--- config.mk ---
export PLATFORM = sky130hd
export DESIGN_NAME = crc16_record_seal_and_check_flat
export DESIGN_NICKNAME = d
export VERILOG_FILES = /design/src/sv/crsc_pkg.sv /design/src/sv/crsc_if.sv /design/src/sv/crsc_core.sv /design/src/sv/crsc_out.sv /design/src/sv/crc16_record_seal_and_check.sv /design/src/flat_wrapper.sv
export VERILOG_INCLUDE_DIRS = /design/src /design/src/sv
export SDC_FILE = /design/constraint.sdc
export NUM_CORES = 1
export LEC_CHECK = 0
export BUFFER_PORTS_ARGS = -buffer_cell sky130_fd_sc_hd__buf_2
export CORE_MARGIN = 2
export CORE_UTILIZATION = 63
export DETAILED_ROUTE_END_ITERATION = 8
export PLACE_DENSITY_LB_ADDON = 0.3
export SLEW_MARGIN = 20
export SYNTH_ARGS = -nofsm -noshare
export SYNTH_HDL_FRONTEND = slang
export SYNTH_SLANG_ARGS = --single-unit
export TNS_END_PERCENT = 50
--- constraint.sdc ---
create_clock -name clock -period 4.29 [get_ports clock]
set_input_delay 0.429 -clock clock [delete_from_list [all_inputs] [get_ports clock]]
set_output_delay 0.429 -clock clock [all_outputs]
set_load 0.05 [all_outputs]
--- src/sv/crc16_record_seal_and_check_macros.svh ---
// assertion macros for the crc16 record seal and check block
`ifndef CRC16_RECORD_SEAL_AND_CHECK_MACROS_SVH
`define CRC16_RECORD_SEAL_AND_CHECK_MACROS_SVH

// same-cycle implication, disabled during reset
`define CRSC_ASSERT_NOW(label, clk, rst, ante, cons, msg) \
   label: assert property (@(posedge clk) disable iff (rst) (ante) |-> (cons)) \
      else $error(msg);

// next-cycle implication, disabled during reset
`define CRSC_ASSERT_NEXT(label, clk, rst, ante, cons, msg) \
   label: assert property (@(posedge clk) disable iff (rst) (ante) |=> (cons)) \
      else $error(msg);

`endif

--- src/sv/crsc_pkg.sv ---
// shared types, constants and crc function for the crc16 record block
`timescale 1ns / 1ps
`default_nettype none

package crsc_pkg;

   localparam logic [15:0] CRC_INIT = 16'hFFFF;
   localparam logic [15:0] CRC_POLY = 16'h1021;
   localparam logic [15:0] CRC_TOP  = 16'h8000;

   localparam logic [7:0] MAX_RECORD = 8'd253;
   localparam logic [7:0] RECORD_LENGTH_RESET = 8'd32;

   localparam int CSR_INDEX_WIDTH = 1;
   localparam int CSR_DATA_WIDTH  = 8;

   localparam logic [CSR_INDEX_WIDTH-1:0] REG_RECORD_LENGTH = 1'd0;
   localparam logic [CSR_INDEX_WIDTH-1:0] REG_CHECK_MODE    = 1'd1;

   typedef struct packed {
      logic [7:0]  out_byte;
      logic [15:0] crc_value;
      logic        is_crc_byte;
      logic        end_of_record;
      logic        crc_match;
      logic        append_crc;
   } result_type;

   // byte-wide crc-16/ccitt-false update, msb first
   function automatic logic [15:0] crc16_update(input logic [15:0] crc_in,
                                                input logic [7:0]  data_in);
      logic [15:0] c;
      c = crc_in ^ {data_in, 8'h00};
      for (int k = 0; k < 8; k++) begin
         if ((c & CRC_TOP) != 16'h0000) begin
            c = {c[14:0], 1'b0} ^ CRC_POLY;
         end else begin
            c = {c[14:0], 1'b0};
         end
      end
      return c;
   endfunction

endpackage

`default_nettype wire

--- src/sv/crsc_if.sv ---
// request and response channel interfaces for the crc16 record block
`timescale 1ns / 1ps
`default_nettype none

interface crsc_req_if;
   logic       valid;
   logic       ready;
   logic [7:0] data_byte;

   modport source (output valid, output data_byte, input ready);
   modport sink   (input valid, input data_byte, output ready);
endinterface

interface crsc_rsp_if;
   logic        valid;
   logic        ready;
   logic [7:0]  out_byte;
   logic        is_crc_byte;
   logic        end_of_record;
   logic        crc_match;
   logic [15:0] crc_value;

   modport source (output valid, output out_byte, output is_crc_byte,
                   output end_of_record, output crc_match, output crc_value,
                   input ready);
   modport sink   (input valid, input out_byte, input is_crc_byte,
                   input end_of_record, input crc_match, input crc_value,
                   output ready);
endinterface

`default_nettype wire

--- src/sv/crsc_core.sv ---
// record state, config registers and per-byte crc logic
`timescale 1ns / 1ps
`default_nettype none

module crsc_core (
   input  wire logic                                 clock,
   input  wire logic                                 reset,
   input  wire logic                                 csr_write_enable,
   input  wire logic [crsc_pkg::CSR_INDEX_WIDTH-1:0] csr_index,
   input  wire logic [crsc_pkg::CSR_DATA_WIDTH-1:0]  csr_write_data,
   input  wire logic                                 accept,
   input  wire logic [7:0]                           data_byte,
   output crsc_pkg::result_type                      result
);

   logic [7:0]  record_length_ff, record_length_in;
   logic        check_mode_ff, check_mode_in;
   logic [15:0] crc_ff, crc_in;
   logic [7:0]  pos_ff, pos_in;
   logic [7:0]  rx_high_ff, rx_high_in;

   logic [7:0]  len_eff;
   logic [15:0] crc_next;
   logic [7:0]  pos_inc;
   logic        seal_last;

   always_comb begin
      record_length_in = record_length_ff;
      check_mode_in    = check_mode_ff;
      if (csr_write_enable) begin
         case (csr_index)
            crsc_pkg::REG_RECORD_LENGTH: record_length_in = csr_write_data[7:0];
            crsc_pkg::REG_CHECK_MODE:    check_mode_in    = csr_write_data[0];
            default: begin
               record_length_in = record_length_ff;
            end
         endcase
      end
   end

   always_comb begin
      if (record_length_ff == 8'd0) begin
         len_eff = 8'd1;
      end else if (record_length_ff > crsc_pkg::MAX_RECORD) begin
         len_eff = crsc_pkg::MAX_RECORD;
      end else begin
         len_eff = record_length_ff;
      end
   end

   assign crc_next  = crsc_pkg::crc16_update(crc_ff, data_byte);
   assign pos_inc   = pos_ff + 8'd1;
   assign seal_last = ({1'b0, pos_ff} + 9'd1) >= {1'b0, len_eff};

   always_comb begin
      crc_in     = crc_ff;
      pos_in     = pos_ff;
      rx_high_in = rx_high_ff;

      result.out_byte      = data_byte;
      result.crc_value     = crc_next;
      result.is_crc_byte   = 1'b0;
      result.end_of_record = 1'b0;
      result.crc_match     = 1'b1;
      result.append_crc    = 1'b0;

      if (!check_mode_ff) begin
         if (seal_last) begin
            result.append_crc = 1'b1;
            crc_in = crsc_pkg::CRC_INIT;
            pos_in = 8'd0;
         end else begin
            crc_in = crc_next;
            pos_in = pos_inc;
         end
      end else if (pos_ff < len_eff) begin
         result.crc_match = 1'b0;
         crc_in = crc_next;
         pos_in = pos_inc;
      end else if (pos_ff == len_eff) begin
         // received crc high byte, held for the compare on the low byte
         result.crc_value   = crc_ff;
         result.is_crc_byte = 1'b1;
         result.crc_match   = 1'b0;
         rx_high_in = data_byte;
         pos_in     = pos_inc;
      end else begin
         result.crc_value     = crc_ff;
         result.is_crc_byte   = 1'b1;
         result.end_of_record = 1'b1;
         result.crc_match     = ({rx_high_ff, data_byte} == crc_ff);
         crc_in = crsc_pkg::CRC_INIT;
         pos_in = 8'd0;
      end
   end

   always_ff @(posedge clock) begin
      if (reset) begin
         record_length_ff <= crsc_pkg::RECORD_LENGTH_RESET;
         check_mode_ff    <= 1'b0;
         crc_ff           <= crsc_pkg::CRC_INIT;
         pos_ff           <= 8'd0;
         rx_high_ff       <= 8'd0;
      end else begin
         record_length_ff <= record_length_in;
         check_mode_ff    <= check_mode_in;
         if (accept) begin
            crc_ff     <= crc_in;
            pos_ff     <= pos_in;
            rx_high_ff <= rx_high_in;
         end
      end
   end

endmodule

`default_nettype wire

--- src/sv/crsc_out.sv ---
// result register that plays out one or three response transactions
`timescale 1ns / 1ps
`default_nettype none

module crsc_out (
   input  wire logic                  clock,
   input  wire logic                  reset,
   input  wire logic                  load_valid,
   input  wire crsc_pkg::result_type  load_result,
   output logic                       load_ready,
   crsc_rsp_if.source                 rsp
);

   typedef enum logic [2:0] {
      PHASE_DATA     = 3'b001,
      PHASE_CRC_HIGH = 3'b010,
      PHASE_CRC_LOW  = 3'b100
   } phase_type;

   logic                 valid_ff, valid_in;
   crsc_pkg::result_type result_ff, result_in;
   phase_type            phase_ff, phase_in;
   logic                 last_phase;

   assign last_phase = !result_ff.append_crc || (phase_ff == PHASE_CRC_LOW);
   // refill when empty or when the final transaction of the held item leaves
   assign load_ready = !valid_ff || (rsp.ready && last_phase);

   always_comb begin
      valid_in  = valid_ff;
      result_in = result_ff;
      phase_in  = phase_ff;
      if (load_ready) begin
         valid_in  = load_valid;
         result_in = load_result;
         phase_in  = PHASE_DATA;
      end else if (rsp.ready) begin
         case (phase_ff)
            PHASE_DATA:     phase_in = PHASE_CRC_HIGH;
            PHASE_CRC_HIGH: phase_in = PHASE_CRC_LOW;
            default:        phase_in = PHASE_DATA;
         endcase
      end
   end

   always_comb begin
      rsp.valid         = valid_ff;
      rsp.crc_value     = result_ff.crc_value;
      rsp.crc_match     = result_ff.crc_match;
      case (phase_ff)
         PHASE_CRC_HIGH: begin
            rsp.out_byte      = result_ff.crc_value[15:8];
            rsp.is_crc_byte   = 1'b1;
            rsp.end_of_record = 1'b0;
         end
         PHASE_CRC_LOW: begin
            rsp.out_byte      = result_ff.crc_value[7:0];
            rsp.is_crc_byte   = 1'b1;
            rsp.end_of_record = 1'b1;
         end
         default: begin
            rsp.out_byte      = result_ff.out_byte;
            rsp.is_crc_byte   = result_ff.is_crc_byte;
            rsp.end_of_record = result_ff.end_of_record;
         end
      endcase
   end

   always_ff @(posedge clock) begin
      if (reset) begin
         valid_ff <= 1'b0;
         phase_ff <= PHASE_DATA;
      end else begin
         valid_ff <= valid_in;
         phase_ff <= phase_in;
      end
      result_ff <= result_in;
   end

endmodule

`default_nettype wire

--- src/sv/crc16_record_seal_and_check.sv ---
// crc-16/ccitt-false record sealer and checker, top level
//
// req carries one byte per transaction; rsp returns the echoed bytes, with
// crc bytes flagged and the last transaction of a record marked.
// seal mode (check_mode 0): record_length data bytes are echoed, and the
// last one is followed by the crc high byte and the crc low byte.
// check mode (check_mode 1): record_length data bytes and two received crc
// bytes are echoed; the low crc byte carries crc_match.
// an accepted byte is registered and shows on rsp in the following cycle.
// throughput: one byte per cycle while rsp is ready; the last data byte of a sealed record
// holds the result register for its two crc bytes as well, so req waits until they leave.
// the csr port writes record_length (index 0) and check_mode (index 1);
// write only between records while nothing is in flight.
// reset loads record_length 32, seal mode and a fresh crc of 0xffff.
// a stalled rsp holds its transaction and req.ready drops until it leaves.
`timescale 1ns / 1ps
`default_nettype none

`include "crc16_record_seal_and_check_macros.svh"

module crc16_record_seal_and_check (
   input  wire logic                                 clock,
   input  wire logic                                 reset,
   crsc_req_if.sink                                  req,
   crsc_rsp_if.source                                rsp,
   input  wire logic                                 csr_write_enable,
   input  wire logic [crsc_pkg::CSR_INDEX_WIDTH-1:0] csr_index,
   input  wire logic [crsc_pkg::CSR_DATA_WIDTH-1:0]  csr_write_data
);

   crsc_pkg::result_type core_result;
   logic                 out_ready;
   logic                 accept;

   assign req.ready = out_ready;
   assign accept    = req.valid && out_ready;

   crsc_core u_core (
      .clock            (clock),
      .reset            (reset),
      .csr_write_enable (csr_write_enable),
      .csr_index        (csr_index),
      .csr_write_data   (csr_write_data),
      .accept           (accept),
      .data_byte        (req.data_byte),
      .result           (core_result)
   );

   crsc_out u_out (
      .clock       (clock),
      .reset       (reset),
      .load_valid  (req.valid),
      .load_result (core_result),
      .load_ready  (out_ready),
      .rsp         (rsp)
   );

   `CRSC_ASSERT_NOW(a_no_accept_while_stalled, clock, reset, rsp.valid && !rsp.ready, !req.ready, "request accepted while response stalled")
   `CRSC_ASSERT_NOW(a_end_is_crc, clock, reset, rsp.valid && rsp.end_of_record, rsp.is_crc_byte, "record end on a data byte")
   `CRSC_ASSERT_NOW(a_seal_high_byte, clock, reset, rsp.valid && rsp.is_crc_byte && rsp.crc_match && !rsp.end_of_record, rsp.out_byte == rsp.crc_value[15:8], "appended crc high byte wrong")

endmodule

`default_nettype wire

--- src/flat_wrapper.sv ---
// flat-port wrapper written by rule: the top's interface ports become plain ports
module crc16_record_seal_and_check_flat 
  (clock, reset, csr_write_enable, csr_index, csr_write_data, req_valid, req_data_byte, req_ready, rsp_valid, rsp_out_byte, rsp_is_crc_byte, rsp_end_of_record, rsp_crc_match, rsp_crc_value, rsp_ready);
  crsc_req_if req_i ();
  crsc_rsp_if rsp_i ();
  input  wire logic clock;
  input  wire logic reset;
  input  wire logic csr_write_enable;
  input  wire logic [crsc_pkg::CSR_INDEX_WIDTH-1:0] csr_index;
  input  wire logic [crsc_pkg::CSR_DATA_WIDTH-1:0] csr_write_data;
  input wire logic [$bits(req_i.valid)-1:0] req_valid;
  input wire logic [$bits(req_i.data_byte)-1:0] req_data_byte;
  output wire logic [$bits(req_i.ready)-1:0] req_ready;
  output wire logic [$bits(rsp_i.valid)-1:0] rsp_valid;
  output wire logic [$bits(rsp_i.out_byte)-1:0] rsp_out_byte;
  output wire logic [$bits(rsp_i.is_crc_byte)-1:0] rsp_is_crc_byte;
  output wire logic [$bits(rsp_i.end_of_record)-1:0] rsp_end_of_record;
  output wire logic [$bits(rsp_i.crc_match)-1:0] rsp_crc_match;
  output wire logic [$bits(rsp_i.crc_value)-1:0] rsp_crc_value;
  input wire logic [$bits(rsp_i.ready)-1:0] rsp_ready;
  assign req_i.valid = req_valid;
  assign req_i.data_byte = req_data_byte;
  assign req_ready = req_i.ready;
  assign rsp_valid = rsp_i.valid;
  assign rsp_out_byte = rsp_i.out_byte;
  assign rsp_is_crc_byte = rsp_i.is_crc_byte;
  assign rsp_end_of_record = rsp_i.end_of_record;
  assign rsp_crc_match = rsp_i.crc_match;
  assign rsp_crc_value = rsp_i.crc_value;
  assign rsp_i.ready = rsp_ready;
  crc16_record_seal_and_check u_core (.clock(clock), .reset(reset), .req(req_i), .rsp(rsp_i), .csr_write_enable(csr_write_enable), .csr_index(csr_index), .csr_write_data(csr_write_data));
endmodule
======== Word-level counts from Yosys, hierarchy flattened ========
Index checks and enable logic that the tools add are counted.
cells by class
  bitwise gates (word level) .............. 12
  equal/unequal tests ..................... 6
  muxes and demuxes ....................... 28
  add/sub/neg operators ................... 2
  magnitude comparators ................... 3
  reductions and logical operators ........ 14
operators with widths
  operator               count
  $mux W13               8
  $mux W16               4
  $mux W8                6
  $not A3 Y3             8
  $mux W19               1
  $mux W18               1
  $eq A16 B16 Y1         1
  $pmux W8 S2            1
  $xor A16 B16 Y16       1
  $add A8 B1 Y9 const B  1
  $ge A9 B8 Y1           1
  $add A8 B1 Y8 const B  1
  $eq A8 B8 Y1           1
  $gt A8 B8 Y1 const B   1
  $logic_not A8 Y1       1
  $lt A8 B8 Y1           1
  $pmux W3 S2            1
  $reduce_and A2 Y1      3
  $reduce_or A2 Y1       3
  $mux W1                5
  $reduce_and A4 Y1      1
  $eq A3 B1 Y1 const B   1
  $eq A3 B2 Y1 const B   1
  $eq A3 B3 Y1 const B   1
  other kinds (6)        11
storage, ports and cells
  logic and storage cells ................. 78
  register bits after elaboration ......... 73
  output and inout port bits .............. 29
  bits of input ports ..................... 22

======== Depth between registers and ports, before layout ========
  depth in word-level cells ............... 19
  gate-level depth with buffers ........... 13
  depth with buffers taken out ............ 12

======== Modules after synthesis ========
Synthesis repeated with hierarchy kept, for this count alone.
unflattened totals
  cell total of the unflattened synthesis .. 423
  area total of the unflattened synthesis .. 4165.2 µm²
by module, submodules not included
  module                       times used  sequential area each (µm²)  cells an instance  area an instance (µm²)
  crsc_core                    1           820.8                       312                2693.8
  crsc_out                     1           920.9                       110                1465.2
  crc16_record_seal_and_check  1           0.0                         1                  6.3

======== Worst setup path after synthesis ========
No wires, ideal clock.
  path kind ............................... reg-to-reg
  start ................................... register u_core.u_core.pos_ff[0]
  end ..................................... register u_core.u_core.pos_ff[2]
  buffers on the path ..................... 1
  library setup time ...................... 93 ps
  required time ........................... 4197 ps
  setup slack ............................. 1457 ps
  data arrival time ....................... 2740 ps
  clock period less this slack ............ 2833 ps
  cell stages (with the launch flop) ...... 13
  cell sequence ........................... dfxtp_1 > ha_1 > and3_1 > buf_2 > nand3_1 > xnor2_1 > ha_1 > a21oi_1 > o221a_2 > o221ai_2 > nor4_4 > nand2_2 > o311ai_2
between the ends
  longest elaborated chain between the ends .. 4
  elaborated cells on any way between the ends .. 9
  classes of those cells .................. add/sub: 2; order compare: 2; eq/ne: 1; mux: 4
RTL lines
  what                                            line                              RTL
  start: declaration                              crsc_core.sv:19                   logic [7:0] pos_ff, pos_in;
  start signal: assignment                        crsc_core.sv:109                  pos_ff <= pos_in;
  $add A8 B1 Y9 (tied with other cells)           crsc_core.sv:53                   assign seal_last = ({1'b0, pos_ff} + 9'd1) >= {1'b0, len_eff};
  $ge A9 B8 Y1 / $mux W8 (equally long branches)  crsc_core.sv:53, crsc_core.sv:80
  $mux W8 (on tied branches)                      crsc_core.sv:68, crsc_core.sv:76
  $mux W8 *                                       crsc_core.sv:67                   if (!check_mode_ff) begin
Every way passes the cells marked *; elsewhere a longest branch is shown, timed or not.
A chain may end at the register's enable or synchronous reset.

==> flow_metrics.tcl <==
set metrics [dict create \
    status "completed" \
    crit_required_ns 4.39 \
    antenna_found_initial 0 \
    slowest_delay_ns 0.74 \
    avgRoutedWirePerCell_um 16.81 \
    grt_pass1_vias 2986 \
    syn_inst 422 \
    grt_pass1_wl_um 14790 \
    overflow 0 \
    crit_type "register to register" \
    yosysTopAreaCell "dfxtp_1" \
    nets 488 \
    area_growth_pct 8.159 \
    die_width_um 85.52 \
    hold_class "input pin to register" \
    max_cap_violations 0 \
    cts-root-buf "clkbuf_8" \
    clock_skew_ns 0.007075 \
    grt_busiest_layer "met1" \
    syn_nets 461 \
    core-area_um2 6386 \
    ios 51 \
    async_reset_ff_frac 0 \
    drcViolationCount 0 \
    cts_resized 0 \
    synth_area_um2 4187 \
    cp_top_family "compound AO/OA/AOI/OAI gates" \
    initial_utilization 0.6556 \
    synth_fa_ha_area_frac 0.05081 \
    tns_ns 0 \
    avgSynthCellArea_um2 9.921 \
    diodes 0 \
    clkLatencyLatePin_ns 0.35 \
    via_per_inst 6.102 \
    slew_headroom 0.3970 \
    cp_num_buf_inv 1 \
    cp.arrival_ns 3.40 \
    place.gp.congestion 0.8600 \
    fin_util 0.7091 \
    worstPathCellList "inv_1 > o31ai_1 > o21ai_0 > nand2b_1 > ha_1 > nor2b_1 > o211ai_1 > a21oi_1 > o21ai_2 > mux2_2" \
    post-cts-setup-buffers 0 \
    first_iter_violations 242 \
    rsz0062_at_grt "false" \
    core.rowCount 29 \
    cts_tree "yes" \
    fillers 508 \
    met2_usage 0.3693 \
    setup_slack_ns 0.9874 \
    vias 3240 \
    synth_warnings 0 \
    finalInstanceArea_um2 4528 \
    synth-xor-area-share 0.09414 \
    cts_made_buffers 9 \
    final-setup-viol-count 0 \
    cellLeakagePower_uw 0.001790 \
    dp_slack_ns 1.044 \
    ant_nets 0 \
    portBuffers 50 \
    cts_hold_buf 0 \
    synth_flop_cell "dfxtp_1" \
    ir_drop_v 0.0004600 \
    slew_violations 0 \
    tightest_slew_ns 0.9043 \
    final_layout_size_suffix_gt1_frac 0.2093 \
    synth_edf_count 28 \
    dpl.hpwl_um 6565 \
    crit_path_end_kind "register" \
    r2r_slack_ns 0.99 \
    fmax_ghz 0.3028 \
    power.density_nw_per_um2 536.7 \
    clkSinkCount 73 \
    clockBufferDepth 2 \
    die_y_um 85.52 \
    routed_wl_um 8928 \
    worst_setup_path_start_kind "register" \
    yosysTopAreaCellShare 0.2152 \
    ys_types 55 \
    period_share 0.7698 \
    drtPass1Iterations 5 \
    grt.total_usage 0.2604 \
    use_met1 0.3944 \
    period_minus_slack_ns 3.303 \
    hold_violations 0 \
    path_max_fanout 18 \
    synth_top_family_by_area "compound AO/OA/AOI/OAI gates" \
    slowest_stage "o21ai_2" \
    place_area_um2 4325 \
    ys_top_cells_by_area "dfxtp_1 (22%), edfxtp_1 (20%), xor2_1 (5.9%)" \
    synth_compound_area_frac 0.1859 \
    cts_max_level 3 \
    synth_simple_gate_area_frac 0.1297 \
    synth_seq_area_share 0.4160 \
    synthMuxAreaShare 0.05140 \
    clk_pin_slew_ns 0.08 \
    grt_start_max_net_pins 48 \
    met3_usage 0.06449 \
    dieArea_um2 7314 \
    ys_seq_elements 73 \
]
-- worst paths after layout --
path | endpoint | start | depth (start not counted)
max | u_core.u_out.rsp.crc_value[1] | u_core.u_core.record_length_ff[6] | 10
min | u_core.u_core.record_length_ff[5] | csr_write_data[5] | 2
max reg2reg | u_core.u_out.rsp.crc_value[1] | u_core.u_core.record_length_ff[6] | 10
min reg2reg | u_core.u_core.record_length_ff[0] | u_core.u_core.record_length_ff[0] | 2
-- cells by family after synthesis --
| group | after synthesis |
|---|---|
| AO/OA/AOI/OAI | 105 |
| AND/OR/NAND/NOR | 105 |
| flip-flops | 73 |
| buffers and inverters | 57 |
| XOR/XNOR | 45 |
| multiplexers | 20 |
| adder cells (fa/ha/maj) | 17 |
-- power breakdown --
group,internal (uW),switching (uW),total [uW]
logic,285,602,887
registers,887,110,998
clock network,274,272,546
-- cell type report --
| class | instances | area, um^2 | share of cell area |
|---|---|---|---|
| clock inverters | 7 | 78.83 | 0.01741 |
| flip-flops and latches | 73 | 1742 | 0.3846 |
| clock buffers | 9 | 123.9 | 0.02736 |
| inverters | 21 | 78.83 | 0.01741 |
| repair buffers | 52 | 265.3 | 0.05858 |
| multi-input cells | 292 | 2143 | 0.4733 |
| well taps | 77 | 96.34 | 0.02128 |
-- stage by stage --
| step | total power (uW) | hold WS [ns] | instances |
|---|---|---|---|
| after floorplan | 1778 | 0.4312 | 422 |
| after global placement | 1868 | 0.4413 | 515 |
| after detailed placement | 1885 | 0.4682 | 515 |
| after CTS | 2435 | 0.2626 | 531 |
| after global routing | 2542 | 0.2847 | 531 |
| final | 2430 | 0.2751 | 531 |
-- flip-flops by register name, indices dropped and copies added, names as in the netlist --
register,cells
u_core.u_core.rx_high_ff,8
u_core.u_core.record_length_ff,8
u_core.u_out.rsp.crc_value,16
u_core.u_core.crc_ff,16
u_core.u_core.check_mode_ff,1
u_core.u_out.rsp.valid,1
u_core.u_out.rsp.crc_match,1
u_core.u_out.result_ff,11
u_core.u_core.pos_ff,8
u_core.u_out.phase_ff,3
-- placed cells by master, fill, tap and decap left out, drive strengths merged, types with 2 or more instances in the layout --
master and n:
a21o 2, a21oi 33, a31oi 6, a41oi 3
and2 4, buf 52, clkbuf 9, clkinv 4
clkinvlp 2, dfxtp 45, edfxtp 28, ha 17
inv 21, mux2 12, mux2i 8, nand2 31
nand2b 4, nand3 10, nand4 7, nor2 19
nor2b 2, nor3 7, nor4 5, o21ai 8
o221ai 2, o22a 8, o22ai 19, o31a 7
o31ai 4, o32a 6, or2 2, or3 10
xnor2 17, xor2 28
-- synth_stat cells (12+ instances only) --
cell type	instances
o22ai_1	19
buf_4	18
nand2_1	29
xnor2_1	17
dfxtp_1	45
edfxtp_1	28
nor2_1	18
inv_1	19
ha_1	17
a21oi_1	33
xor2_1	28
mux2_2	12
-- layer usage --
layer | vias up | wire length, um
li1 | 1590 | -
met1 | 1509 | 4329
met2 | 129 | 3788
met3 | 12 | 702
met4 | 0 | 107
met5 | - | 0
Power figures use the tool's default switching activity.
